### src/hw/rtl/knai_pkg.sv
// ----------------------------------------------------------------------------
// knai_pkg
// Types and constants for the k-nearest agent insertion list.
// ----------------------------------------------------------------------------
package knai_pkg;

    localparam int CMD_W      = 2;
    localparam int ID_W       = 16;
    localparam int COORD_W    = 16;
    localparam int RAD_W      = 12;
    localparam int DIFF_W     = COORD_W + 1;
    localparam int SQ_W       = 2 * COORD_W;
    localparam int SUMSQ_W    = SQ_W + 1;
    localparam int DIST_W     = 17;
    localparam int RADII_W    = RAD_W + 1;
    localparam int GAP_W      = 33;
    localparam int CNT_W      = 5;
    localparam int CFG_IDX_W  = 3;
    localparam int CFG_DATA_W = 33;

    localparam logic [CNT_W-1:0] CAP_RESET = 5'd16;

    // configuration register indexes
    localparam logic [CFG_IDX_W-1:0] REG_SELF_X      = 3'd0;
    localparam logic [CFG_IDX_W-1:0] REG_SELF_Y      = 3'd1;
    localparam logic [CFG_IDX_W-1:0] REG_SELF_RADIUS = 3'd2;
    localparam logic [CFG_IDX_W-1:0] REG_SELF_IDENT  = 3'd3;
    localparam logic [CFG_IDX_W-1:0] REG_CAP         = 3'd4;
    localparam logic [CFG_IDX_W-1:0] REG_START_RANGE = 3'd5;

    typedef enum logic [CMD_W-1:0] {
        CMD_BEGIN = 2'd0,
        CMD_OFFER = 2'd1,
        CMD_READ  = 2'd2
    } knai_cmd_t;

    typedef enum logic [3:0] {
        ST_IDLE,
        ST_SQUARE,
        ST_SUM,
        ST_ROOT,
        ST_GAPSQ,
        ST_INSERT,
        ST_RANGE,
        ST_EMIT,
        ST_READ
    } knai_state_t;

    typedef struct packed {
        logic             insert;
        logic             rotate;
        logic [GAP_W-1:0] gsq;
        logic [ID_W-1:0]  ident;
    } knai_cell_ctrl_t;

endpackage

### src/hw/rtl/knai_sqrt.sv
// ----------------------------------------------------------------------------
// knai_sqrt
// Floored integer square root, two radicand bits per cycle.
// ----------------------------------------------------------------------------
module knai_sqrt
    import knai_pkg::*;
(
    input  logic               clk,
    input  logic               rst_n,
    input  logic               start,
    input  logic [SUMSQ_W-1:0] radicand,
    output logic               done,
    output logic [DIST_W-1:0]  root
);

    localparam int ACC_W = SUMSQ_W + 1;
    localparam logic [ACC_W-1:0] BIT_TOP = ACC_W'(1) << (2 * (DIST_W - 1));

    logic [SUMSQ_W-1:0] rem_reg, rem_next;
    logic [ACC_W-1:0]   root_reg, root_next;
    logic [ACC_W-1:0]   bit_reg, bit_next;
    logic               run_reg, run_next;
    logic               done_reg, done_next;
    logic [ACC_W-1:0]   trial;

    assign trial = root_reg + bit_reg;

    always_comb
    begin
        rem_next  = rem_reg;
        root_next = root_reg;
        bit_next  = bit_reg;
        run_next  = run_reg;
        done_next = 1'b0;
        if (start)
        begin
            rem_next  = radicand;
            root_next = '0;
            bit_next  = BIT_TOP;
            run_next  = 1'b1;
        end
        else if (run_reg)
        begin
            if ({1'b0, rem_reg} >= trial)
            begin
                rem_next  = rem_reg - trial[SUMSQ_W-1:0];
                root_next = (root_reg >> 1) + bit_reg;
            end
            else
            begin
                root_next = root_reg >> 1;
            end
            bit_next = bit_reg >> 2;
            // last digit pair done
            if (bit_reg[0])
            begin
                run_next  = 1'b0;
                done_next = 1'b1;
            end
        end
    end

    always_ff @(posedge clk or negedge rst_n)
    begin
        if (!rst_n)
        begin
            run_reg  <= 1'b0;
            done_reg <= 1'b0;
            bit_reg  <= '0;
        end
        else
        begin
            run_reg  <= run_next;
            done_reg <= done_next;
            bit_reg  <= bit_next;
        end
    end

    always_ff @(posedge clk)
    begin
        rem_reg  <= rem_next;
        root_reg <= root_next;
    end

    assign done = done_reg;
    assign root = root_reg[DIST_W-1:0];

endmodule

### config.mk
export PLATFORM = sky130hd
export DESIGN_NAME = knai_sqrt
export DESIGN_NICKNAME = d
export VERILOG_FILES = /design/src/hw/rtl/knai_pkg.sv /design/src/hw/rtl/knai_sqrt.sv
export SDC_FILE = /design/constraint.sdc
export NUM_CORES = 1
export LEC_CHECK = 0
export BUFFER_PORTS_ARGS = -buffer_cell sky130_fd_sc_hd__buf_4
export CORE_ASPECT_RATIO = 0.6
export CORE_MARGIN = 1
export CORE_UTILIZATION = 55
export CTS_BUF_LIST = sky130_fd_sc_hd__clkbuf_4
export DETAILED_ROUTE_END_ITERATION = 8
export GPL_TIMING_DRIVEN = 0
export PLACE_DENSITY = 0.74
export SLEW_MARGIN = 20
export SYNTH_ARGS = -nofsm -noshare
export SYNTH_HDL_FRONTEND = slang
export SYNTH_SLANG_ARGS = --single-unit
export TNS_END_PERCENT = 30
### constraint.sdc
create_clock -name clk -period 18.2 [get_ports clk]
set_input_delay 5.46 -clock clk [delete_from_list [all_inputs] [get_ports clk]]
set_output_delay 5.46 -clock clk [all_outputs]
set_load 0.01 [all_outputs]
==> results of run 1 <==
layer usage:
layer / vias up / track usage, % / wire length [um]
met2: 347 / 42.6 / 8320
met3: 23 / 5.27 / 1970
met5: - / 0 / 0
li1: 3422 / - / -
met1: 3220 / 50.1 / 10700
met4: 0 / 6.60 / 251
cells in the final DEF (no fill, tap or decap), types with 15 or more instances in the layout:
master / n
a21o_1: 15
o211ai_1: 15
xor2_1: 35
edfxtp_1: 33
buf_4: 73
a21oi_1: 49
o31ai_1: 18
a211oi_1: 19
o21ai_0: 60
dfrtp_1: 19
ha_1: 69
xnor2_1: 36
nor3_1: 24
nand2_1: 95
mux2i_1: 22
clkbuf_1: 29
nor2_1: 99
a31oi_1: 32
dfxtp_1: 34
inv_1: 20
final cells by class:
| type | count | area [um2] |
|---|---|---|
| clock inverter | 6 | 60.1 |
| tap | 170 | 213 |
| clock buffer | 10 | 75.1 |
| timing repair buffer | 55 | 440 |
| buffer | 58 | 300 |
| sequential | 86 | 2150 |
| inverter | 20 | 75.1 |
| fill | 1203 | 4770 |
| multi-input combinational | 728 | 4890 |
cell families (layout without fill, tap and decap cells):
family / after synthesis / in the layout / synth area share [%]
AND/OR/NAND/NOR: 294 / 294 / 18.1
flip-flops: 86 / 86 / 29.0
XOR/XNOR: 71 / 71 / 8.40
multiplexers: 27 / 27 / 3.74
adder cells (fa/ha/maj): 70 / 70 / 11.9
AO/OA/AOI/OAI: 266 / 266 / 23.8
buffers and inverters: 78 / 149 / 5.07
report_power, final:
| part | switching, mW | internal [mW] | leakage, nW |
|---|---|---|---|
| logic | 0.430 | 0.270 | 2.50 |
| registers | 0.0282 | 0.272 | 0.871 |
| clock network | 0.0756 | 0.0433 | 0.0785 |
per-stage QoR:
stage                     power, mW  hold slack, ns
after floorplan               0.802           0.489
after global placement        0.964           0.528
after detailed placement      0.983           0.532
after CTS                      1.10           0.551
after global routing           1.20           0.575
final                          1.12           0.562
how the worst min path moves through the flow:
stage / start / end / slack (ns) / depth (start not counted)
after floorplan: bit_reg[0] / run_reg / 0.49 / 1
after global placement: root_reg[33] / root_reg[33] / 0.53 / 2
after detailed placement: root_reg[33] / root_reg[33] / 0.53 / 2
after CTS: root_reg[33] / root_reg[33] / 0.55 / 2
after global routing: root_reg[32] / root_reg[32] / 0.58 / 2
final: root_reg[33] / root_reg[33] / 0.56 / 2
critical path, stage by stage (launching register included):
cell     delay, ns
dfxtp_1       0.57
buf_4         0.19
buf_4         0.11
==> impl_metrics.env, run 1 <==
export IMPL_p_leak_nw=3.45
export IMPL_synth_edf_count=33
export IMPL_drtAntennaViolNets=0
export IMPL_final_net_count=1064
export IMPL_cts_buffers=9
export IMPL_postPlaceCellArea_um2=8060
export IMPL_viasPerCell=6.19
export IMPL_synth_seq_cells=86
export IMPL_crit_end="root[13]"
export IMPL_clk_latency_ns=0.48
export IMPL_placedCellCount=1117
export IMPL_dp_slack_ns=10.97
export IMPL_cts_setup_buffers=0
export IMPL_vias=7012
export IMPL_r2r_end="rem_reg[6]"
export IMPL_critPathKind="register to primary output"
export IMPL_synth_top_area_cell="edfxtp_1"
export IMPL_syn_avg_cell_area_um2=8.30
export IMPL_core_area_um2=13000
export IMPL_cts_resized=0
export IMPL_power_density_nw_per_um2=136
export IMPL_yosysTopAreaCellShare_pct=13.4
export IMPL_grt_pass1_wl_um=33400
export IMPL_cp_required_ns=12.74
export IMPL_postSynth_asyncResetShare_pct=22.1
export IMPL_largest_register_ff_count=34
export IMPL_grt_pass1_vias=6223
export IMPL_drt_initial_drc_count=776
export IMPL_synthTopCellsByCount="nor2_1 (99), nand2_1 (95), ha_1 (69)"
export IMPL_setup_slack_ns=11.40
export IMPL_rsz0062_at_grt="false"
export IMPL_reg2reg_depth=22
export IMPL_drive_gt1_share_pct=12.4
export IMPL_synth_top_cells_by_area="edfxtp_1 (13%), ha_1 (12%), dfxtp_1 (9.2%), dfrtp_1 (6.4%), nor2_1 (5.0%)"
export IMPL_ys_seq_area_share_pct=29.0
export IMPL_endpoint_kind="primary output"
export IMPL_std_cell_rows=32
export IMPL_path_max_fanout=9
export IMPL_cts_hold_buf=0
export IMPL_synthFlopType="dfxtp_1"
export IMPL_r2r_slack_ns=12.50
export IMPL_die_h_um=91.8
export IMPL_root_buffer="clkbuf_4"
export IMPL_io_pins=54
export IMPL_cts_sinks=86
export IMPL_setup_viol=0
export IMPL_syn_nets=998
export IMPL_cp_start_kind="register"
export IMPL_worstMarginPinSlew_ns=0.813
export IMPL_cp_arrival_ns=1.34
export IMPL_vdd_ir_drop_max_mv=0.0689
export IMPL_fin_util_pct=63.2
export IMPL_fmax_ghz=0.147
export IMPL_final_cells=1133
export IMPL_yosysWarnings=0
export IMPL_initial_core_util_pct=57.0
export IMPL_fin_crit_sh_pct=37.4
export IMPL_holdCritPathClass="register to register"
export IMPL_finalHoldViolCount=0
export IMPL_syn_to_final_growth_pct=10.8
export IMPL_numPortBuffers=53
export IMPL_htree_levels=3
export IMPL_synth_most_common_cell="nor2_1"
export IMPL_antenna_found_initial=0
export IMPL_synth_cell_types=65
export IMPL_dr_pass1_iters=5
export IMPL_grt_ovfl_total=0
export IMPL_period_needed_ns=6.80
export IMPL_slew_headroom_pct=45.8
export IMPL_wl_um=21200
export IMPL_grt_max_degree=22
export IMPL_die_w_um=152
export IMPL_reg2reg_from="bit_reg[0]"
export IMPL_place_congestion=0.913
export IMPL_syn_cell_area_um2=7400
export IMPL_dpl_hpwl_um=16400
export IMPL_drv_slew=0
export IMPL_syn_inst=892
export IMPL_maxCapViolCount=0
export IMPL_clock_skew_ns=0.0272
export IMPL_setup_tns_ns=0
export IMPL_grt_usage_pct=31.3
export IMPL_die_area_um2=13900
export IMPL_status="finished clean"
export IMPL_n_antenna_cell=0
export IMPL_clk_pin_slew_ns=0.15
export IMPL_cts_tree="done"
export IMPL_startpoint="root_reg[13]"
export IMPL_final_area_um2=8200
export IMPL_routedWlPerCell_um=18.7
export IMPL_drc=0
export IMPL_cts_max_path_buffers=2
(Power assumes the default switching activity.)
==> run 2, diff against run 1 <==
==> constraint.sdc (replaced) <==
create_clock -name clk -period 6.6 [get_ports clk]
set_input_delay 1.98 -clock clk [delete_from_list [all_inputs] [get_ports clk]]
set_output_delay 1.98 -clock clk [all_outputs]
set_load 0.01 [all_outputs]
==> run 2 against run 1 <==
Net effect:
- sequential cell count did not move
- register-to-register slack got worse by 12 ns
- power rose to 2.7 times the previous value
- sequential share of layout area rose by 0.060 points
- clock power rose to 2.7 times the previous value
- die area did not move
- clock skew fell by 0.015 ns
- critical path type is now register to register
==> impl_metrics.env, run 2 (same netlist as run 1, synthesis figures left out) <==
export IMPL_status="finished clean"
export IMPL_io_pins=54
export IMPL_fmax_ghz=0.169
export IMPL_holdCritPathClass="register to register"
export IMPL_final_net_count=1063
export IMPL_cts_resized=0
export IMPL_startpoint="bit_reg[0]"
export IMPL_setup_viol=0
export IMPL_clk_latency_ns=0.47
export IMPL_dr_pass1_iters=7
export IMPL_maxCapViolCount=0
export IMPL_cts_tree="done"
export IMPL_fin_util_pct=63.1
export IMPL_multi_input_area_um2=4890
export IMPL_p_sw_mw=1.45
export IMPL_fillCellCount=1182
export IMPL_endpoint_kind="register"
export IMPL_die_h_um=91.8
export IMPL_rsz0062_at_grt="false"
export IMPL_drive_gt1_share_pct=12.2
export IMPL_placedCellCount=1116
export IMPL_period_needed_ns=5.93
export IMPL_core_area_um2=13000
export IMPL_cts_buffers=9
export IMPL_grt_max_degree=23
export IMPL_grt_ovfl_total=0
export IMPL_slew_headroom_pct=49.0
export IMPL_vias=7035
export IMPL_drc=0
export IMPL_largest_register_ff_count=34
export IMPL_dpl_hpwl_um=16000
export IMPL_initial_core_util_pct=57.0
export IMPL_drv_slew=0
export IMPL_p_int_mw=1.60
export IMPL_die_w_um=152
export IMPL_numPortBuffers=53
export IMPL_grt_pass1_wl_um=32500
export IMPL_critPathKind="register to register"
export IMPL_seq_power_share_pct=27.0
export IMPL_swShare_pct=47.4
export IMPL_p_leak_nw=3.44
export IMPL_n_antenna_cell=0
export IMPL_path_max_fanout=22
export IMPL_grt_usage_pct=30.4
export IMPL_vdd_ir_drop_max_mv=0.243
export IMPL_seqCellArea_um2=2150
export IMPL_combPwrFrac_pct=62.4
export IMPL_htree_levels=3
export IMPL_fin_crit_sh_pct=89.8
export IMPL_antenna_found_initial=0
export IMPL_wl_um=20700
export IMPL_hp_start="root_reg[24]"
export IMPL_cp_start_kind="register"
export IMPL_cts_hold_buf=0
export IMPL_cts_setup_buffers=0
export IMPL_cp_arrival_ns=6.11
export IMPL_clk_pin_slew_ns=0.15
export IMPL_root_buffer="clkbuf_4"
export IMPL_drtAntennaViolNets=0
export IMPL_drt_initial_drc_count=745
export IMPL_clkPwrFrac_pct=10.6
export IMPL_die_area_um2=13900
export IMPL_clock_skew_ns=0.0121
export IMPL_place_congestion=0.935
export IMPL_std_cell_rows=32
export IMPL_cts_sinks=86
export IMPL_worstMarginPinSlew_ns=0.765
export IMPL_viasPerCell=6.22
export IMPL_final_cells=1131
export IMPL_finalHoldViolCount=0
export IMPL_cp_required_ns=6.78
export IMPL_grt_pass1_vias=6049
export IMPL_layout_common_cells="nor2_1 (99), nand2_1 (95), buf_4 (73), ha_1 (69), o21ai_0 (60)"
export IMPL_final_common_cell="nor2_1"
export IMPL_cts_max_path_buffers=2
export IMPL_reg2reg_from="bit_reg[0]"
export IMPL_power_density_nw_per_um2=373
export IMPL_syn_to_final_growth_pct=10.6
export IMPL_routedWlPerCell_um=18.3
==> run 2: power by group through the flow <==
stage | registers [mW] | clock network [mW] | logic, mW
5_1_grt | 0.838 | 0.346 | 2.09
6_report | 0.825 | 0.322 | 1.90
3_5_place_dp | 0.834 | 0 | 1.85
4_1_cts | 0.824 | 0.323 | 1.86
3_3_place_gp | 0.845 | 0 | 1.79
2_1_floorplan | 0.817 | 0 | 1.39
==> run 2: layout make-up <==
class,instances,share of cell area (%)
plain buffers,58,3.67
clock buffers,11,1.01
clock inverters,4,0.597
inverters,20,0.918
multi-input cells,728,59.8
flip-flops and latches,86,26.2
well taps,170,2.60
repair buffers,54,5.20
==> run 2: final timing paths <==
path / endpoint / slack, ns / cells after the start
setup / recovery: rem_reg[20] / 0.67 / 21
hold / removal: root_reg[24] / 0.56 / 2
setup reg to reg: rem_reg[20] / 0.67 / 21
hold reg to reg: root_reg[24] / 0.56 / 2
max in group asynchronous: bit_reg[26] / 4.99 / 1
min in group asynchronous: bit_reg[4] / 1.37 / 1
==> run 2: worst max-delay path: stages, from the launching register on <==
cell	delay [ns]
dfrtp_1	0.49
ha_1	0.25
ha_1	0.21
a21oi_1	0.21
o21bai_1	0.13
a31oi_1	0.39
o21ai_0	0.24
and3_1	0.23
o21ai_0	0.18
xor2_1	0.11
ha_1	0.35
nand2_1	0.11
nor4_2	0.37
and2b_1	0.23
a211oi_2	0.08
o31a_4	0.39
o211a_4	0.27
or2_1	0.26
buf_4	0.19
buf_4	0.21
o21ai_4	0.45
buf_16	0.24
==> run 2: layer usage <==
| layer | GRT usage (%) | vias up | routed length [um] | share of wire [%] |
|---|---|---|---|---|
| met5 | 0 | - | 0 | 0 |
| met4 | 5.36 | 0 | 201 | 0.97 |
| met3 | 5.57 | 20 | 1980 | 9.6 |
| met2 | 41.6 | 337 | 8040 | 39 |
| met1 | 48.7 | 3273 | 10400 | 51 |
| li1 | - | 3405 | - | - |
==> run 2: through the flow <==
stage	hold slack, ns	total power [mW]	worst slack (ns)	TNS [ns]	cell area [um2]
global placement	0.529	2.64	-0.998	-32.87	8010
detailed placement	0.536	2.68	0.815	0	8050
global route	0.590	3.27	0.383	0	8180
CTS	0.555	3.01	0.782	0	8180
floorplan	0.489	2.21	0.657	0	7400
finish	0.563	3.05	0.671	0	8180
==> run 3, diff against run 2 <==
--- a/config.mk
+++ b/config.mk
@@ -8,11 +8,11 @@
 export BUFFER_PORTS_ARGS = -buffer_cell sky130_fd_sc_hd__buf_4
 export CORE_ASPECT_RATIO = 0.6
 export CORE_MARGIN = 1
-export CORE_UTILIZATION = 55
+export CORE_UTILIZATION = 63
 export CTS_BUF_LIST = sky130_fd_sc_hd__clkbuf_4
 export DETAILED_ROUTE_END_ITERATION = 8
 export GPL_TIMING_DRIVEN = 0
-export PLACE_DENSITY = 0.74
+export PLACE_DENSITY = 0.83
 export SLEW_MARGIN = 20
 export SYNTH_ARGS = -nofsm -noshare
 export SYNTH_HDL_FRONTEND = slang
==> run 3 against run 2 <==
Net effect:
- first-iteration DRC count is 11% higher
- fmax is 3.3% lower
- setup slack worse by 0.20 ns
- hold slack worse by 0.0011 ns
- largest cell class unchanged
- utilization is 8.6 points higher
- highest routed layer unchanged
- power is 0.87% lower
- die area is 12% lower
==> impl_metrics.env, run 3 (same netlist as run 1, synthesis figures left out) <==
export IMPL_cts_tree="done"
export IMPL_die_area_um2=12200
export IMPL_io_pins=54
export IMPL_path_cells="ha_1 -> ha_1 -> a21oi_1 -> o21bai_1 -> a31oi_1 -> o21ba_2 -> o31ai_1 -> a2111oi_0 -> nor3_1 -> o21ai_0 -> xor2_1 -> ha_1 -> nand3_1 -> nor3_1 -> nand3_1 -> o211a_4 -> or2_1 -> buf_4 -> buf_4 -> o21ai_4 -> buf_16"
export IMPL_path_max_fanout=18
export IMPL_grt_usage_pct=35.3
export IMPL_fin_crit_sh_pct=92.9
export IMPL_cts_buffers=9
export IMPL_initial_core_util_pct=65.1
export IMPL_layout_common_cells="nor2_1 (99), nand2_1 (95), buf_4 (73), ha_1 (69), o21ai_0 (60)"
export IMPL_viasPerCell=6.34
export IMPL_worstMarginPinSlew_ns=0.801
export IMPL_setup_viol=0
export IMPL_cpMostUsedCell="ha_1"
export IMPL_slowest_delay_ns=0.71
export IMPL_rsz0062_at_grt="false"
export IMPL_endpoint_kind="register"
export IMPL_drc=0
export IMPL_grt_pass1_vias=6415
export IMPL_drive_gt1_share_pct=12.2
export IMPL_die_w_um=142
export IMPL_clock_skew_ns=0.0188
export IMPL_final_common_cell="nor2_1"
export IMPL_place_congestion=0.972
export IMPL_final_net_count=1063
export IMPL_fin_util_pct=71.7
export IMPL_root_buffer="clkbuf_4"
export IMPL_htree_levels=3
export IMPL_slew_headroom_pct=46.6
export IMPL_setup_slack_ns=0.468
export IMPL_n_antenna_cell=0
export IMPL_power_density_nw_per_um2=371
export IMPL_fmax_ghz=0.163
export IMPL_core_area_um2=11400
export IMPL_die_h_um=86.0
export IMPL_dp_slack_ns=0.669
export IMPL_std_cell_rows=30
export IMPL_grt_pass1_wl_um=33400
export IMPL_fillCellCount=941
export IMPL_cp_required_ns=6.79
export IMPL_largest_register_ff_count=34
export IMPL_cp_start_kind="register"
export IMPL_antenna_found_initial=0
export IMPL_clk_latency_ns=0.47
export IMPL_clk_pin_slew_ns=0.15
export IMPL_drtAntennaViolNets=0
export IMPL_cts_hold_buf=0
export IMPL_wl_um=20600
export IMPL_timing_hold_ws_ns=0.562
export IMPL_vdd_ir_drop_max_mv=0.231
export IMPL_cp_arrival_ns=6.32
export IMPL_status="finished clean"
export IMPL_period_needed_ns=6.13
export IMPL_cts_resized=0
export IMPL_cts_max_path_buffers=2
export IMPL_dpl_hpwl_um=15800
export IMPL_grt_max_degree=20
export IMPL_finalHoldViolCount=0
export IMPL_p_leak_nw=3.43
export IMPL_drv_slew=0
export IMPL_routedWlPerCell_um=18.3
export IMPL_syn_to_final_growth_pct=10.2
export IMPL_critPathKind="register to register"
export IMPL_cts_sinks=86
export IMPL_vias=7110
export IMPL_grt_ovfl_total=0
export IMPL_drt_initial_drc_count=828
export IMPL_dr_pass1_iters=6
export IMPL_numPortBuffers=53
export IMPL_maxCapViolCount=0
export IMPL_holdCritPathClass="register to register"
export IMPL_cp_slowest_cell="a2111oi_0"
export IMPL_cts_setup_buffers=0
==> run 3: changes by cell type in the layout (fill, tap and decap cells not counted) <==
cell | before | now
clkbuf_4 | 11 | 9
inv_6 | 0 | 2
bufinv_16 | 1 | 0
clkinv_1 | 1 | 2
clkinv_2 | 0 | 1
clkinv_4 | 1 | 2
inv_4 | 1 | 0
==> run 3: layout make-up <==
cell class / count / area, um2 / area share (%)
buffer: 58 / 300 / 3.68
clock buffer: 9 / 67.6 / 0.829
tap: 160 / 200 / 2.46
multi-input combinational: 728 / 4890 / 60.0
timing repair buffer: 54 / 425 / 5.22
clock inverter: 7 / 47.5 / 0.583
inverter: 20 / 75.1 / 0.921
sequential: 86 / 2150 / 26.3
==> run 3: worst paths after layout <==
check	endpoint	cells after the start	from	slack (ns)
worst max-delay path	rem_reg[30]	21	bit_reg[0]	0.47
worst min-delay path	root_reg[32]	2	root_reg[32]	0.56
worst max register to register	rem_reg[30]	21	bit_reg[0]	0.47
worst min register to register	root_reg[32]	2	root_reg[32]	0.56
max in group asynchronous	bit_reg[20]	1	rst_n	4.98
min in group asynchronous	bit_reg[14]	1	rst_n	1.37
==> run 3: metal layers <==
metal | track usage, % | vias up | part of all wire [%]
li1 | - | 3408 | -
met1 | 53.0 | 3266 | 47
met2 | 51.8 | 405 | 41
met3 | 7.31 | 31 | 11
met4 | 7.82 | 0 | 1.1
met5 | 0 | - | 0
==> run 3: per-stage QoR <==
stage          area (um2)  total power [mW]  cells  TNS [ns]
3_3_place_gp         8000              2.62   1105    -29.62
5_1_grt              8150              3.25   1122         0
3_5_place_dp         8040              2.69   1106         0
4_1_cts              8150              2.98   1122         0
6_report             8150              3.02   1122         0
2_1_floorplan        7400              2.21    892         0
==> run 3: power breakdown <==
group / internal (mW) / total (mW) / switching, mW
Clock: 0.0785 / 0.285 / 0.206
Combinational: 0.734 / 1.91 / 1.18
Sequential: 0.751 / 0.827 / 0.0760
==> run 3: worst max-delay path: cells and delay by family (launching register included) <==
kind	cells	cell delay, ns
DFF	1	0.47
and+or+nand+nor	5	0.88
AOI/OAI and AO/OA	9	2.88
buffers and inverters	3	0.64
xor gates and xnor gates	1	0.29
adders and majority gates	3	0.70
