**src/hw/rtl/knai_pkg.sv**
```systemverilog
// ----------------------------------------------------------------------------
// knai_pkg
// Types and constants for the k-nearest agent insertion list.
// ----------------------------------------------------------------------------
package knai_pkg;

    localparam int CMD_W      = 2;
    localparam int ID_W       = 16;
    localparam int COORD_W    = 16;
    localparam int RAD_W      = 12;
    localparam int DIFF_W     = COORD_W + 1;
    localparam int SQ_W       = 2 * COORD_W;
    localparam int SUMSQ_W    = SQ_W + 1;
    localparam int DIST_W     = 17;
    localparam int RADII_W    = RAD_W + 1;
    localparam int GAP_W      = 33;
    localparam int CNT_W      = 5;
    localparam int CFG_IDX_W  = 3;
    localparam int CFG_DATA_W = 33;

    localparam logic [CNT_W-1:0] CAP_RESET = 5'd16;

    // configuration register indexes
    localparam logic [CFG_IDX_W-1:0] REG_SELF_X      = 3'd0;
    localparam logic [CFG_IDX_W-1:0] REG_SELF_Y      = 3'd1;
    localparam logic [CFG_IDX_W-1:0] REG_SELF_RADIUS = 3'd2;
    localparam logic [CFG_IDX_W-1:0] REG_SELF_IDENT  = 3'd3;
    localparam logic [CFG_IDX_W-1:0] REG_CAP         = 3'd4;
    localparam logic [CFG_IDX_W-1:0] REG_START_RANGE = 3'd5;

    typedef enum logic [CMD_W-1:0] {
        CMD_BEGIN = 2'd0,
        CMD_OFFER = 2'd1,
        CMD_READ  = 2'd2
    } knai_cmd_t;

    typedef enum logic [3:0] {
        ST_IDLE,
        ST_SQUARE,
        ST_SUM,
        ST_ROOT,
        ST_GAPSQ,
        ST_INSERT,
        ST_RANGE,
        ST_EMIT,
        ST_READ
    } knai_state_t;

    typedef struct packed {
        logic             insert;
        logic             rotate;
        logic [GAP_W-1:0] gsq;
        logic [ID_W-1:0]  ident;
    } knai_cell_ctrl_t;

endpackage

```
**src/hw/rtl/knai_cell.sv**
```systemverilog
// ----------------------------------------------------------------------------
// knai_cell
// One list slot: holds a squared gap and an identifier, compares the offered
// gap against its own and shifts, loads or rotates as the chain directs.
// ----------------------------------------------------------------------------
module knai_cell
    import knai_pkg::*;
(
    input  logic             clk,
    input  knai_cell_ctrl_t  ctrl,
    input  logic             is_tail,
    input  logic             left_lt,
    input  logic [GAP_W-1:0] left_gap,
    input  logic [ID_W-1:0]  left_ident,
    input  logic [GAP_W-1:0] right_gap,
    input  logic [ID_W-1:0]  right_ident,
    output logic [GAP_W-1:0] gap,
    output logic [ID_W-1:0]  ident,
    output logic             lt
);

    logic [GAP_W-1:0] gap_reg, gap_next;
    logic [ID_W-1:0]  ident_reg, ident_next;

    assign lt = ctrl.gsq < gap_reg;

    always_comb
    begin
        gap_next   = gap_reg;
        ident_next = ident_reg;
        if (ctrl.rotate)
        begin
            gap_next   = right_gap;
            ident_next = right_ident;
        end
        else if (ctrl.insert)
        begin
            // newcomer sits in front of the left slot: take the left entry
            if (left_lt)
            begin
                gap_next   = left_gap;
                ident_next = left_ident;
            end
            else if (is_tail || lt)
            begin
                gap_next   = ctrl.gsq;
                ident_next = ctrl.ident;
            end
        end
    end

    always_ff @(posedge clk)
    begin
        gap_reg   <= gap_next;
        ident_reg <= ident_next;
    end

    assign gap   = gap_reg;
    assign ident = ident_reg;

endmodule

```
**config.mk**
```make
export PLATFORM = sky130hd
export DESIGN_NAME = knai_cell
export DESIGN_NICKNAME = d
export VERILOG_FILES = /design/src/hw/rtl/knai_pkg.sv /design/src/hw/rtl/knai_cell.sv
export SDC_FILE = /design/constraint.sdc
export NUM_CORES = 1
export LEC_CHECK = 0
export ABC_AREA = 1
export BUFFER_PORTS_ARGS = -buffer_cell sky130_fd_sc_hd__buf_4
export CORE_MARGIN = 1
export CORE_UTILIZATION = 40
export CTS_BUF_LIST = sky130_fd_sc_hd__clkbuf_8
export DETAILED_ROUTE_END_ITERATION = 6
export GPL_TIMING_DRIVEN = 0
export HOLD_SLACK_MARGIN = 0.06
export PLACE_DENSITY = 0.78
export SLEW_MARGIN = 20
export SYNTH_ARGS = -nofsm -noshare
export SYNTH_HDL_FRONTEND = slang
export SYNTH_SLANG_ARGS = --single-unit
```
**constraint.sdc**
```tcl
create_clock -name clk -period 2.8 [get_ports clk]
set_input_delay 0.28 -clock clk [delete_from_list [all_inputs] [get_ports clk]]
set_output_delay 0.28 -clock clk [all_outputs]
set_load 0.05 [all_outputs]
```
==> run_results.csv, run 1 <==
group,metric,value,unit
setup_path,required_time_reported_for_the_critical_path_endpoint,2.81,ns
timing,final_min_period_over_clock_period,0.899,
cts,cts_root_buf,"sky130_fd_sc_hd__clkbuf_8",
timing,rsz0062_at_grt,"false",
cts,cts.hold.buffers_added,0,
timing,final_hold_viol_count,0,
floorplanning,floorplan.die.width,94.3,um
global_route,via_count_of_the_first_global_routing_pass,3540,
floorplanning,core_region_area,8220,um2
cts,cts.path.max_buffers,2,
placement,numPortBuffers,199,
synthesis,synthDominantAreaCellType,"sky130_fd_sc_hd__edfxtp_1",
cts,cts-buffers-inserted,5,
drt,wl_met3,654,um
global_route,grt_overflow,0,
pwr,ir_worst_vdd,0.000197,V
cts,worstSkewPairLatency,0.30,ns
synthesis,yosys_most_used_dff,"sky130_fd_sc_hd__edfxtp_1",
pwr,total_leakage_power,0.00266,uW
floorplanning,ios,202,
synthesis,synth_common_cells,"sky130_fd_sc_hd__a21oi_1, sky130_fd_sc_hd__nand2_1, sky130_fd_sc_hd__nor2_1",
drt,vias,3663,
drt,final_wl,10.5,mm
synthesis,synth_top_area_share,0.432,
floorplanning,num_rows,33,
pwr,power.switching,846,uW
floorplanning,floorplan.initialDensity,0.414,
synthesis,ys_seq_area_frac,0.432,
pwr,share_comb_of_total_power,0.406,
floorplanning,die-height,94.3,um
floorplanning,floorplan.die_area,8880,um2
run,maxCapViolations,0,
final_layout,largest_reg_flops,33,
timing,clock.fmax,0.397,GHz
pwr,power_density,441,nW/um2
final_layout,nets,823,
synthesis,post_synth_instance_area,3400,um2
synthesis,synth_area_per_cell,7.90,um2
pwr,clock_power_share,0.185,
pwr,power.share.switching,0.370,
final_layout,final_core_utilization,0.630,
synthesis,synth.top_cells.by_area,"sky130_fd_sc_hd__edfxtp_1, sky130_fd_sc_hd__a21oi_1, sky130_fd_sc_hd__ha_1",
pwr,internal-power,1440,uW
run_status,outcome,"finished, final reports clean",
synthesis,synth_nets,615,
synthesis,yosys_register_bits,49,
global_route,grt_antenna_before_repair,0,
synthesis,synth_edf_count,49,
cts,cts_resized,0,
drt,viasPerCell,4.92,
cts,clock_sinks,49,
synthesis,synthCells,431,
setup_path,setup.worst_path.start_class,"register",
final_layout,fraction_of_final_layout_cells_sized_beyond_drive_strength_1,0.372,
drt,route.met2.wl,5.51,mm
global_route,largest_net_degree_at_the_start_of_global_routing,20,
drt,routed.top_layer,"met4",
setup_path,endpoint_kind,"register",
cts,cts_post_setup_buffers_inserted,0,
drt,antenna_left,0,
pwr,power_frac_seq,0.409,
cts,clock_tree.htree_level_count,2,
placement,dp_hpwl,8.29,mm
timing,relSlewSlack,0.533,
timing,finalWorstPathRequiredPeriod,2.52,ns
cts,tritoncts,"yes",
drt,drt-met1-wl,4.14,mm
drt,dr_pass1_iterations,4,
timing,clock-skew-final,0.0122,ns
min_path,holdCritStartpoint,"right_gap[17]",
min_path,min_path_type,"input port to register",
final_layout,insertedDiodeCount,0,
setup_path,worst_reg2reg_path_startpoint,"gap[28]",
drt,dr.first_iter.drc_count,140,
synthesis,proportion_of_synthesized_flip_flops_having_asynchronous_set_or_reset,0,
placement,finalWeightedCongestion,0.821,
timing,final.setup.tns,0,ns
drt,drt-wirelength-per-cell,14.1,um
synthesis,netlist-cell-type-count,19,
global_route,groute.usage.overall,0.235,
drt,route.detailed.drc,0,
timing,timing.final.setup_violations,0,
synthesis,yosysMostFrequentCell,"sky130_fd_sc_hd__a21oi_1",
setup_path,critical_path_arrival,2.53,ns
synthesis,yosysWarnings,0,
timing,worst_slew_pin_slew,0.700,ns
setup_path,critical_path_class,"register to register",
setup_path,timing.critical_path.from,"gap[28]",
global_route,grt_first_pass_wirelength,16.2,mm
timing,maxSlewViolCount,0,
final_layout,layout_area_growth_over_synthesis,52.0,%
cts,clkSlewWorstSetupHoldPaths,0.10,ns
setup_path,critical_path.max_fanout,19,
[cell type report]
cell class                      instances  area [um2]
Buffer                                 22         130
Clock buffer                            5        68.8
Clock inverter                          3        13.8
Fill cell                             717        3040
Inverter                               49         184
Multi-Input combinational cell        311        1630
Sequential cell                        49        1470
Tap cell                              105         131
Timing Repair Buffer                  201        1550
[routing by layer]
layer / GRT usage / vias to the layer above
met4: 0.0705 / 0
met2: 0.437 / 143
met3: 0.0445 / 14
met5: 0 / -
met1: 0.270 / 1666
li1: - / 1840
[worst max-delay path, cell delays in order (launching register included)]
cell and delay, ns:
sky130_fd_sc_hd__edfxtp_1 0.41, sky130_fd_sc_hd__inv_1 0.07, sky130_fd_sc_hd__ha_1 0.23, sky130_fd_sc_hd__nand2_1 0.09, sky130_fd_sc_hd__inv_1 0.04, sky130_fd_sc_hd__nand2_1 0.05
sky130_fd_sc_hd__nand2_1 0.06, sky130_fd_sc_hd__a21oi_1 0.19, sky130_fd_sc_hd__nand2_1 0.09, sky130_fd_sc_hd__nor2_2 0.09, sky130_fd_sc_hd__nand2_2 0.08, sky130_fd_sc_hd__a21oi_4 0.58
sky130_fd_sc_hd__buf_16 0.24
[worst paths after layout]
path                            slack (ns)  cells after the start        end
worst min register to register        1.30                      8    gap[23]
worst max register to register        0.28                     12  ident[12]
worst max-delay path                  0.28                     12  ident[12]
worst min-delay path                  0.29                      3    gap[17]
[per-stage QoR]
step	power (uW)	hold WS [ns]	instances	worst slack [ns]	cell area, um2
final	2280	0.290	745	0.282	5170
after global routing	2400	0.289	745	0.0281	5170
after CTS	2300	0.286	745	0.265	5170
after detailed placement	1880	0.606	737	0.267	5090
after global placement	1840	0.597	735	-0.267	5040
after floorplan	1500	0.510	431	-0.0128	3410
[power groups by stage]
stage	Combinational (uW)	Clock, uW	Sequential [uW]
floorplan	287	0	1210
global placement	896	0	949
detailed placement	929	0	951
CTS	932	434	935
global route	1010	458	942
finish	927	423	934
[layout by cell type, fill, tap and decap left out, types with 2 or more instances in the layout]
| cell type | Yosys | routed |
|---|---|---|
| sky130_fd_sc_hd__buf_16 | 0 | 2 |
| sky130_fd_sc_hd__a21oi_1 | 109 | 109 |
| sky130_fd_sc_hd__nor2_1 | 60 | 60 |
| sky130_fd_sc_hd__clkinv_2 | 0 | 2 |
| sky130_fd_sc_hd__a21o_1 | 2 | 2 |
| sky130_fd_sc_hd__buf_2 | 17 | 17 |
| sky130_fd_sc_hd__ha_1 | 32 | 32 |
| sky130_fd_sc_hd__buf_4 | 1 | 200 |
| sky130_fd_sc_hd__nor2_2 | 4 | 4 |
| sky130_fd_sc_hd__edfxtp_1 | 49 | 49 |
| sky130_fd_sc_hd__nand2_1 | 97 | 97 |
| sky130_fd_sc_hd__inv_1 | 47 | 48 |
| sky130_fd_sc_hd__nand2_2 | 2 | 2 |
| sky130_fd_sc_hd__clkbuf_8 | 0 | 5 |
| sky130_fd_sc_hd__buf_6 | 3 | 3 |
| sky130_fd_sc_hd__inv_2 | 2 | 2 |
[kinds of logic after synthesis]
family / count (synthesis) / synth area share
flip-flops: 49 / 0.432
buffers and inverters: 71 / 0.0922
AND/OR/NAND/NOR: 165 / 0.187
adder cells (fa/ha/maj): 32 / 0.118
AO/OA/AOI/OAI: 114 / 0.171
Note: power is estimated with default switching activity, not from simulation.
==> inputs of run 2 (changes only) <==
--- a/config.mk
+++ b/config.mk
@@ -13,7 +13,7 @@
 export DETAILED_ROUTE_END_ITERATION = 6
 export GPL_TIMING_DRIVEN = 0
 export HOLD_SLACK_MARGIN = 0.06
-export PLACE_DENSITY = 0.78
+export PLACE_DENSITY_LB_ADDON = 0.25
 export SLEW_MARGIN = 20
 export SYNTH_ARGS = -nofsm -noshare
 export SYNTH_HDL_FRONTEND = slang
==> run_results.csv, run 2 (same netlist as run 1, synthesis figures left out) <==
group,metric,value,unit
cts,cts_resized,0,
min_path,min_path_type,"input port to register",
floorplanning,core_region_area,8220,um2
final_layout,nets,823,
timing,final.setup.tns,0,ns
cts,cts.path.max_buffers,2,
drt,vias,3634,
setup_path,endpoint_kind,"register",
pwr,share_comb_of_total_power,0.407,
cts,clock_tree.htree_level_count,2,
setup_path,worst_reg2reg_path_startpoint,"gap[30]",
timing,relSlewSlack,0.580,
timing,finalWorstPathRequiredPeriod,2.46,ns
final_layout,layout_commonest_cell,"sky130_fd_sc_hd__buf_4",
final_layout,layout.area.seq,1470,um2
cts,clock_sinks,49,
global_route,largest_net_degree_at_the_start_of_global_routing,23,
final_layout,largest_reg_flops,33,
drt,dr_pass1_iterations,4,
timing,finalHoldWorstSlack,0.298,ns
placement,finalWeightedCongestion,0.791,
final_layout,layout_area_growth_over_synthesis,52.0,%
final_layout,area_used_by_multi_input_combinational_logic,1630,um2
run,maxCapViolations,0,
drt,dr.first_iter.drc_count,144,
global_route,groute.usage.overall,0.228,
cts,cts.hold.buffers_added,0,
floorplanning,floorplan.die.width,94.3,um
cts,clkSlewWorstSetupHoldPaths,0.09,ns
pwr,power_density,438,nW/um2
final_layout,insertedDiodeCount,0,
global_route,grt_first_pass_wirelength,15.7,mm
setup_path,reg2regPathDepth,12,
pwr,power_frac_seq,0.411,
pwr,power.share.switching,0.366,
min_path,min_to,"gap[0]",
setup_path,critical_path_arrival,2.47,ns
pwr,clock_power_share,0.182,
drt,final_wl,10.2,mm
drt,antenna_left,0,
timing,worst_slew_pin_slew,0.628,ns
floorplanning,die-height,94.3,um
setup_path,required_time_reported_for_the_critical_path_endpoint,2.81,ns
placement,numPortBuffers,199,
cts,tritoncts,"yes",
cts,cts_root_buf,"sky130_fd_sc_hd__clkbuf_8",
final_layout,fraction_of_final_layout_cells_sized_beyond_drive_strength_1,0.370,
timing,rsz0062_at_grt,"false",
final_layout,mostFrequentLayoutCells,"sky130_fd_sc_hd__buf_4, sky130_fd_sc_hd__a21oi_1, sky130_fd_sc_hd__nand2_1",
drt,route.detailed.drc,0,
timing,timing.final.setup_violations,0,
pwr,ir_worst_vdd,0.000196,V
min_path,whs_path_depth,3,
min_path,holdCritStartpoint,"right_gap[0]",
floorplanning,floorplan.initialDensity,0.414,
cts,cts_post_setup_buffers_inserted,0,
floorplanning,floorplan.die_area,8880,um2
timing,clock-skew-final,0.00756,ns
drt,viasPerCell,4.88,
placement,dp_hpwl,8.11,mm
final_layout,n_fill_cell,740,
setup_path,critical_path_class,"register to register",
timing,clock.fmax,0.406,GHz
timing,final_hold_viol_count,0,
drt,drt-wirelength-per-cell,13.6,um
pwr,total_leakage_power,0.00265,uW
setup_path,timing.critical_path.from,"gap[30]",
timing,maxSlewViolCount,0,
global_route,grt_overflow,0,
global_route,via_count_of_the_first_global_routing_pass,3459,
setup_path,setup.worst_path.start_class,"register",
setup_path,reg2reg_to,"gap[31]",
cts,worstSkewPairLatency,0.30,ns
pwr,internal-power,1440,uW
cts,cts-buffers-inserted,5,
setup_path,critical_path.max_fanout,22,
run_status,outcome,"finished, final reports clean",
timing,final_min_period_over_clock_period,0.879,
global_route,grt_antenna_before_repair,0,
setup_path,r2r_slack,0.34,ns
floorplanning,ios,202,
pwr,power.switching,830,uW
floorplanning,num_rows,33,
## run 2: cell count changes in the layout (fill, tap and decap cells not counted)
cell	change
sky130_fd_sc_hd__clkinv_1	+2
sky130_fd_sc_hd__clkinv_2	-1
sky130_fd_sc_hd__inv_1	-1
## run 2: worst max-delay path by stage
stage and end:
3_5_place_dp ident[10], 3_3_place_gp ident[14], 4_1_cts gap[32], 5_1_grt gap[31]
2_1_floorplan gap[0], 6_report gap[31]
## run 2: stage by stage
step,util,instances,total power [uW],area [um2],worst slack (ns)
6_report,0.630,745,2270,5170,0.338
5_1_grt,0.630,745,2390,5170,0.118
4_1_cts,0.630,745,2280,5170,0.285
3_5_place_dp,0.620,737,1880,5090,0.290
3_3_place_gp,0.613,735,1840,5040,-0.273
2_1_floorplan,-,431,1500,3410,-0.0128
## run 2: worst max-delay path, cell delays in order, from the launching register on
cell	delay, ns
sky130_fd_sc_hd__edfxtp_1	0.41
sky130_fd_sc_hd__inv_1	0.09
sky130_fd_sc_hd__ha_1	0.24
sky130_fd_sc_hd__nand2_1	0.08
sky130_fd_sc_hd__nand2_1	0.05
sky130_fd_sc_hd__nand2_1	0.05
sky130_fd_sc_hd__nand2_1	0.04
sky130_fd_sc_hd__a21oi_1	0.17
sky130_fd_sc_hd__nand2_1	0.09
sky130_fd_sc_hd__nor2_2	0.09
sky130_fd_sc_hd__nand2_2	0.08
sky130_fd_sc_hd__a21oi_4	0.53
sky130_fd_sc_hd__buf_16	0.25
## run 2: power groups by stage
stage          sequential, uW  clock, uW  combinational, uW
3_3_place_gp              948          0                895
3_5_place_dp              949          0                927
2_1_floorplan            1210          0                287
4_1_cts                   933        418                930
5_1_grt                   941        447                999
6_report                  932        412                922
## run 2: layout make-up
| type | instances | area share |
|---|---|---|
| Buffer | 22 | 0.0252 |
| Clock buffer | 5 | 0.0133 |
| Clock inverter | 3 | 0.00242 |
| Inverter | 49 | 0.0356 |
| Multi-Input combinational cell | 311 | 0.314 |
| Sequential cell | 49 | 0.284 |
| Tap cell | 105 | 0.0254 |
| Timing Repair Buffer | 201 | 0.299 |
## run 2: metal layers
| metal | GRT usage | up-vias | part of all wire |
|---|---|---|---|
| li1 | - | 1842 | - |
| met1 | 0.262 | 1649 | 0.40 |
| met2 | 0.435 | 133 | 0.53 |
| met3 | 0.0396 | 10 | 0.063 |
| met4 | 0.0462 | 0 | 0.011 |
| met5 | 0 | - | 0 |
==> inputs of run 3 (changes only) <==
--- a/config.mk
+++ b/config.mk
@@ -13,7 +13,7 @@
 export DETAILED_ROUTE_END_ITERATION = 6
 export GPL_TIMING_DRIVEN = 0
 export HOLD_SLACK_MARGIN = 0.06
-export PLACE_DENSITY_LB_ADDON = 0.25
+export PLACE_DENSITY = 0.75
 export SLEW_MARGIN = 20
 export SYNTH_ARGS = -nofsm -noshare
 export SYNTH_HDL_FRONTEND = slang
==> run_results.csv, run 3 (same netlist as run 1, synthesis figures left out) <==
group,metric,value,unit
timing,post-route-worst-setup-slack,0.446,ns
cts,cts.path.max_buffers,2,
placement,postPlaceCellArea,5090,um2
placement,dp_hpwl,8.21,mm
pwr,power.switching,860,uW
floorplanning,core_region_area,8220,um2
cts,clock_sinks,49,
timing,rsz0062_at_grt,"false",
placement,finalWeightedCongestion,0.801,
pwr,power_density,460,nW/um2
drt,route.detailed.drc,0,
drt,final_wl,10.4,mm
final_layout,fraction_of_final_layout_cells_sized_beyond_drive_strength_1,0.373,
floorplanning,floorplan.die_area,8880,um2
setup_path,most_repeated_library_cell_on_the_critical_path,"sky130_fd_sc_hd__nand2_1",
setup_path,cpPeakStageDelay,0.40,ns
setup_path,critPathTopFamily,"compound AO/OA/AOI/OAI gates",
placement,numPortBuffers,199,
run_status,outcome,"finished, final reports clean",
cts,cts_resized,0,
cts,tritoncts,"yes",
floorplanning,floorplan.die.width,94.3,um
final_layout,post_layout_nonfiller_instances,745,
timing,clock-skew-final,0.00840,ns
timing,worst_slew_pin_slew,0.482,ns
drt,vias,3708,
setup_path,critical_path_class,"register to register",
setup_path,setup.worst_path.start_class,"register",
setup_path,slowest_cell_on_the_critical_path,"sky130_fd_sc_hd__edfxtp_1",
pwr,internal-power,1530,uW
run,maxCapViolations,0,
floorplanning,die-height,94.3,um
timing,maxSlewViolCount,0,
drt,dr.first_iter.drc_count,121,
timing,final.setup.tns,0,ns
final_layout,mostFrequentLayoutCells,"sky130_fd_sc_hd__buf_4, sky130_fd_sc_hd__a21oi_1, sky130_fd_sc_hd__nand2_1",
timing,final_min_period_over_clock_period,0.841,
pwr,report.power.total,2390,uW
setup_path,worstPathCellList,"inv_1 -> ha_1 -> nand2_1 -> inv_1 -> nand2_1 -> nand2_1 -> a21oi_1 -> nand2_1 -> nor2_2 -> nand2_2 -> a21oi_4 -> buf_16",
global_route,grt_first_pass_wirelength,15.8,mm
floorplanning,floorplan.initialDensity,0.414,
pwr,clock_power_share,0.222,
timing,finalWorstPathRequiredPeriod,2.35,ns
setup_path,required_time_reported_for_the_critical_path_endpoint,2.82,ns
global_route,grt_overflow,0,
timing,final_hold_viol_count,0,
cts,cts_post_setup_buffers_inserted,0,
drt,viasPerCell,4.98,
cts,cts-buffers-inserted,5,
setup_path,timing.critical_path.buf_inv,3,
setup_path,critical_path.max_fanout,23,
cts,worstSkewPairLatency,0.31,ns
floorplanning,ios,202,
pwr,total_leakage_power,0.00266,uW
setup_path,endpoint_kind,"register",
drt,drt-wirelength-per-cell,14.0,um
pwr,power.share.switching,0.359,
cts,clkSlewWorstSetupHoldPaths,0.10,ns
pwr,share_comb_of_total_power,0.388,
cts,clock_tree.htree_level_count,2,
cts,cts.hold.buffers_added,0,
timing,clock.fmax,0.425,GHz
floorplanning,num_rows,33,
drt,dr_pass1_iterations,4,
timing,timing.final.setup_violations,0,
global_route,groute.usage.overall,0.230,
pwr,ir_worst_vdd,0.000206,V
min_path,min_path_type,"input port to register",
placement,placed_cells_incl_taps,737,
setup_path,critical_path_arrival,2.37,ns
global_route,largest_net_degree_at_the_start_of_global_routing,24,
final_layout,largest_reg_flops,33,
pwr,power_frac_seq,0.390,
final_layout,layout_commonest_cell,"sky130_fd_sc_hd__buf_4",
global_route,via_count_of_the_first_global_routing_pass,3488,
drt,antenna_left,0,
final_layout,nets,823,
timing,relSlewSlack,0.678,
placement,dp_worst_setup_slack,0.449,ns
final_layout,layout_area_growth_over_synthesis,53.0,%
final_layout,final_design_area_no_fill,5210,um2
final_layout,n_fill_cell,741,
cts,cts_root_buf,"sky130_fd_sc_hd__clkbuf_8",
global_route,grt_antenna_before_repair,0,
final_layout,insertedDiodeCount,0,
## run 3: cell types whose count changed in the layout (fill, tap and decap cells not counted), sizes merged
cell | before | now
clkinv | 3 | 1
clkinvlp | 0 | 1
bufinv | 0 | 1
## run 3: final timing paths
check	from	end	slack (ns)	cells past startpoint
setup reg to reg	gap[28]	gap[29]	0.45	12
hold reg to reg	gap[0]	gap[24]	1.23	8
setup / recovery	gap[28]	gap[29]	0.45	12
hold / removal	right_ident[0]	ident[0]	0.29	3
## run 3: worst min-delay path, delay by kind of cell
kind / cells / cell delay, ns
AOI/OAI and AO/OA: 1 / 0.10
buffers and inverters: 1 / 0.08
and+or+nand+nor: 1 / 0.03
## run 3: power by group through the flow
stage	registers, uW	clock network (uW)	logic [uW]
after detailed placement	951	0	930
after CTS	935	541	934
after global placement	949	0	899
after floorplan	1210	0	287
after global routing	944	562	1010
final	935	531	929
## run 3: layer usage
layer,vias up,share of wire,GRT usage
met5,-,0,0
met4,0,0.016,0.0577
met3,14,0.070,0.0356
met2,163,0.52,0.428
met1,1692,0.39,0.270
li1,1839,-,-
## run 3: cell type report
type,count,area [um2],area share
buffer,22,130,0.0250
clock buffer,5,68.8,0.0132
clock inverter,3,46.3,0.00889
inverter,49,184,0.0353
multi-input combinational,311,1630,0.312
sequential,49,1470,0.283
tap,105,131,0.0252
timing repair buffer,201,1550,0.297
## run 3: metrics by stage
stage | util | hold WS, ns
after floorplan | - | 0.510
after global placement | 0.613 | 0.597
after detailed placement | 0.620 | 0.604
after CTS | 0.634 | 0.281
after global routing | 0.634 | 0.282
final | 0.634 | 0.291
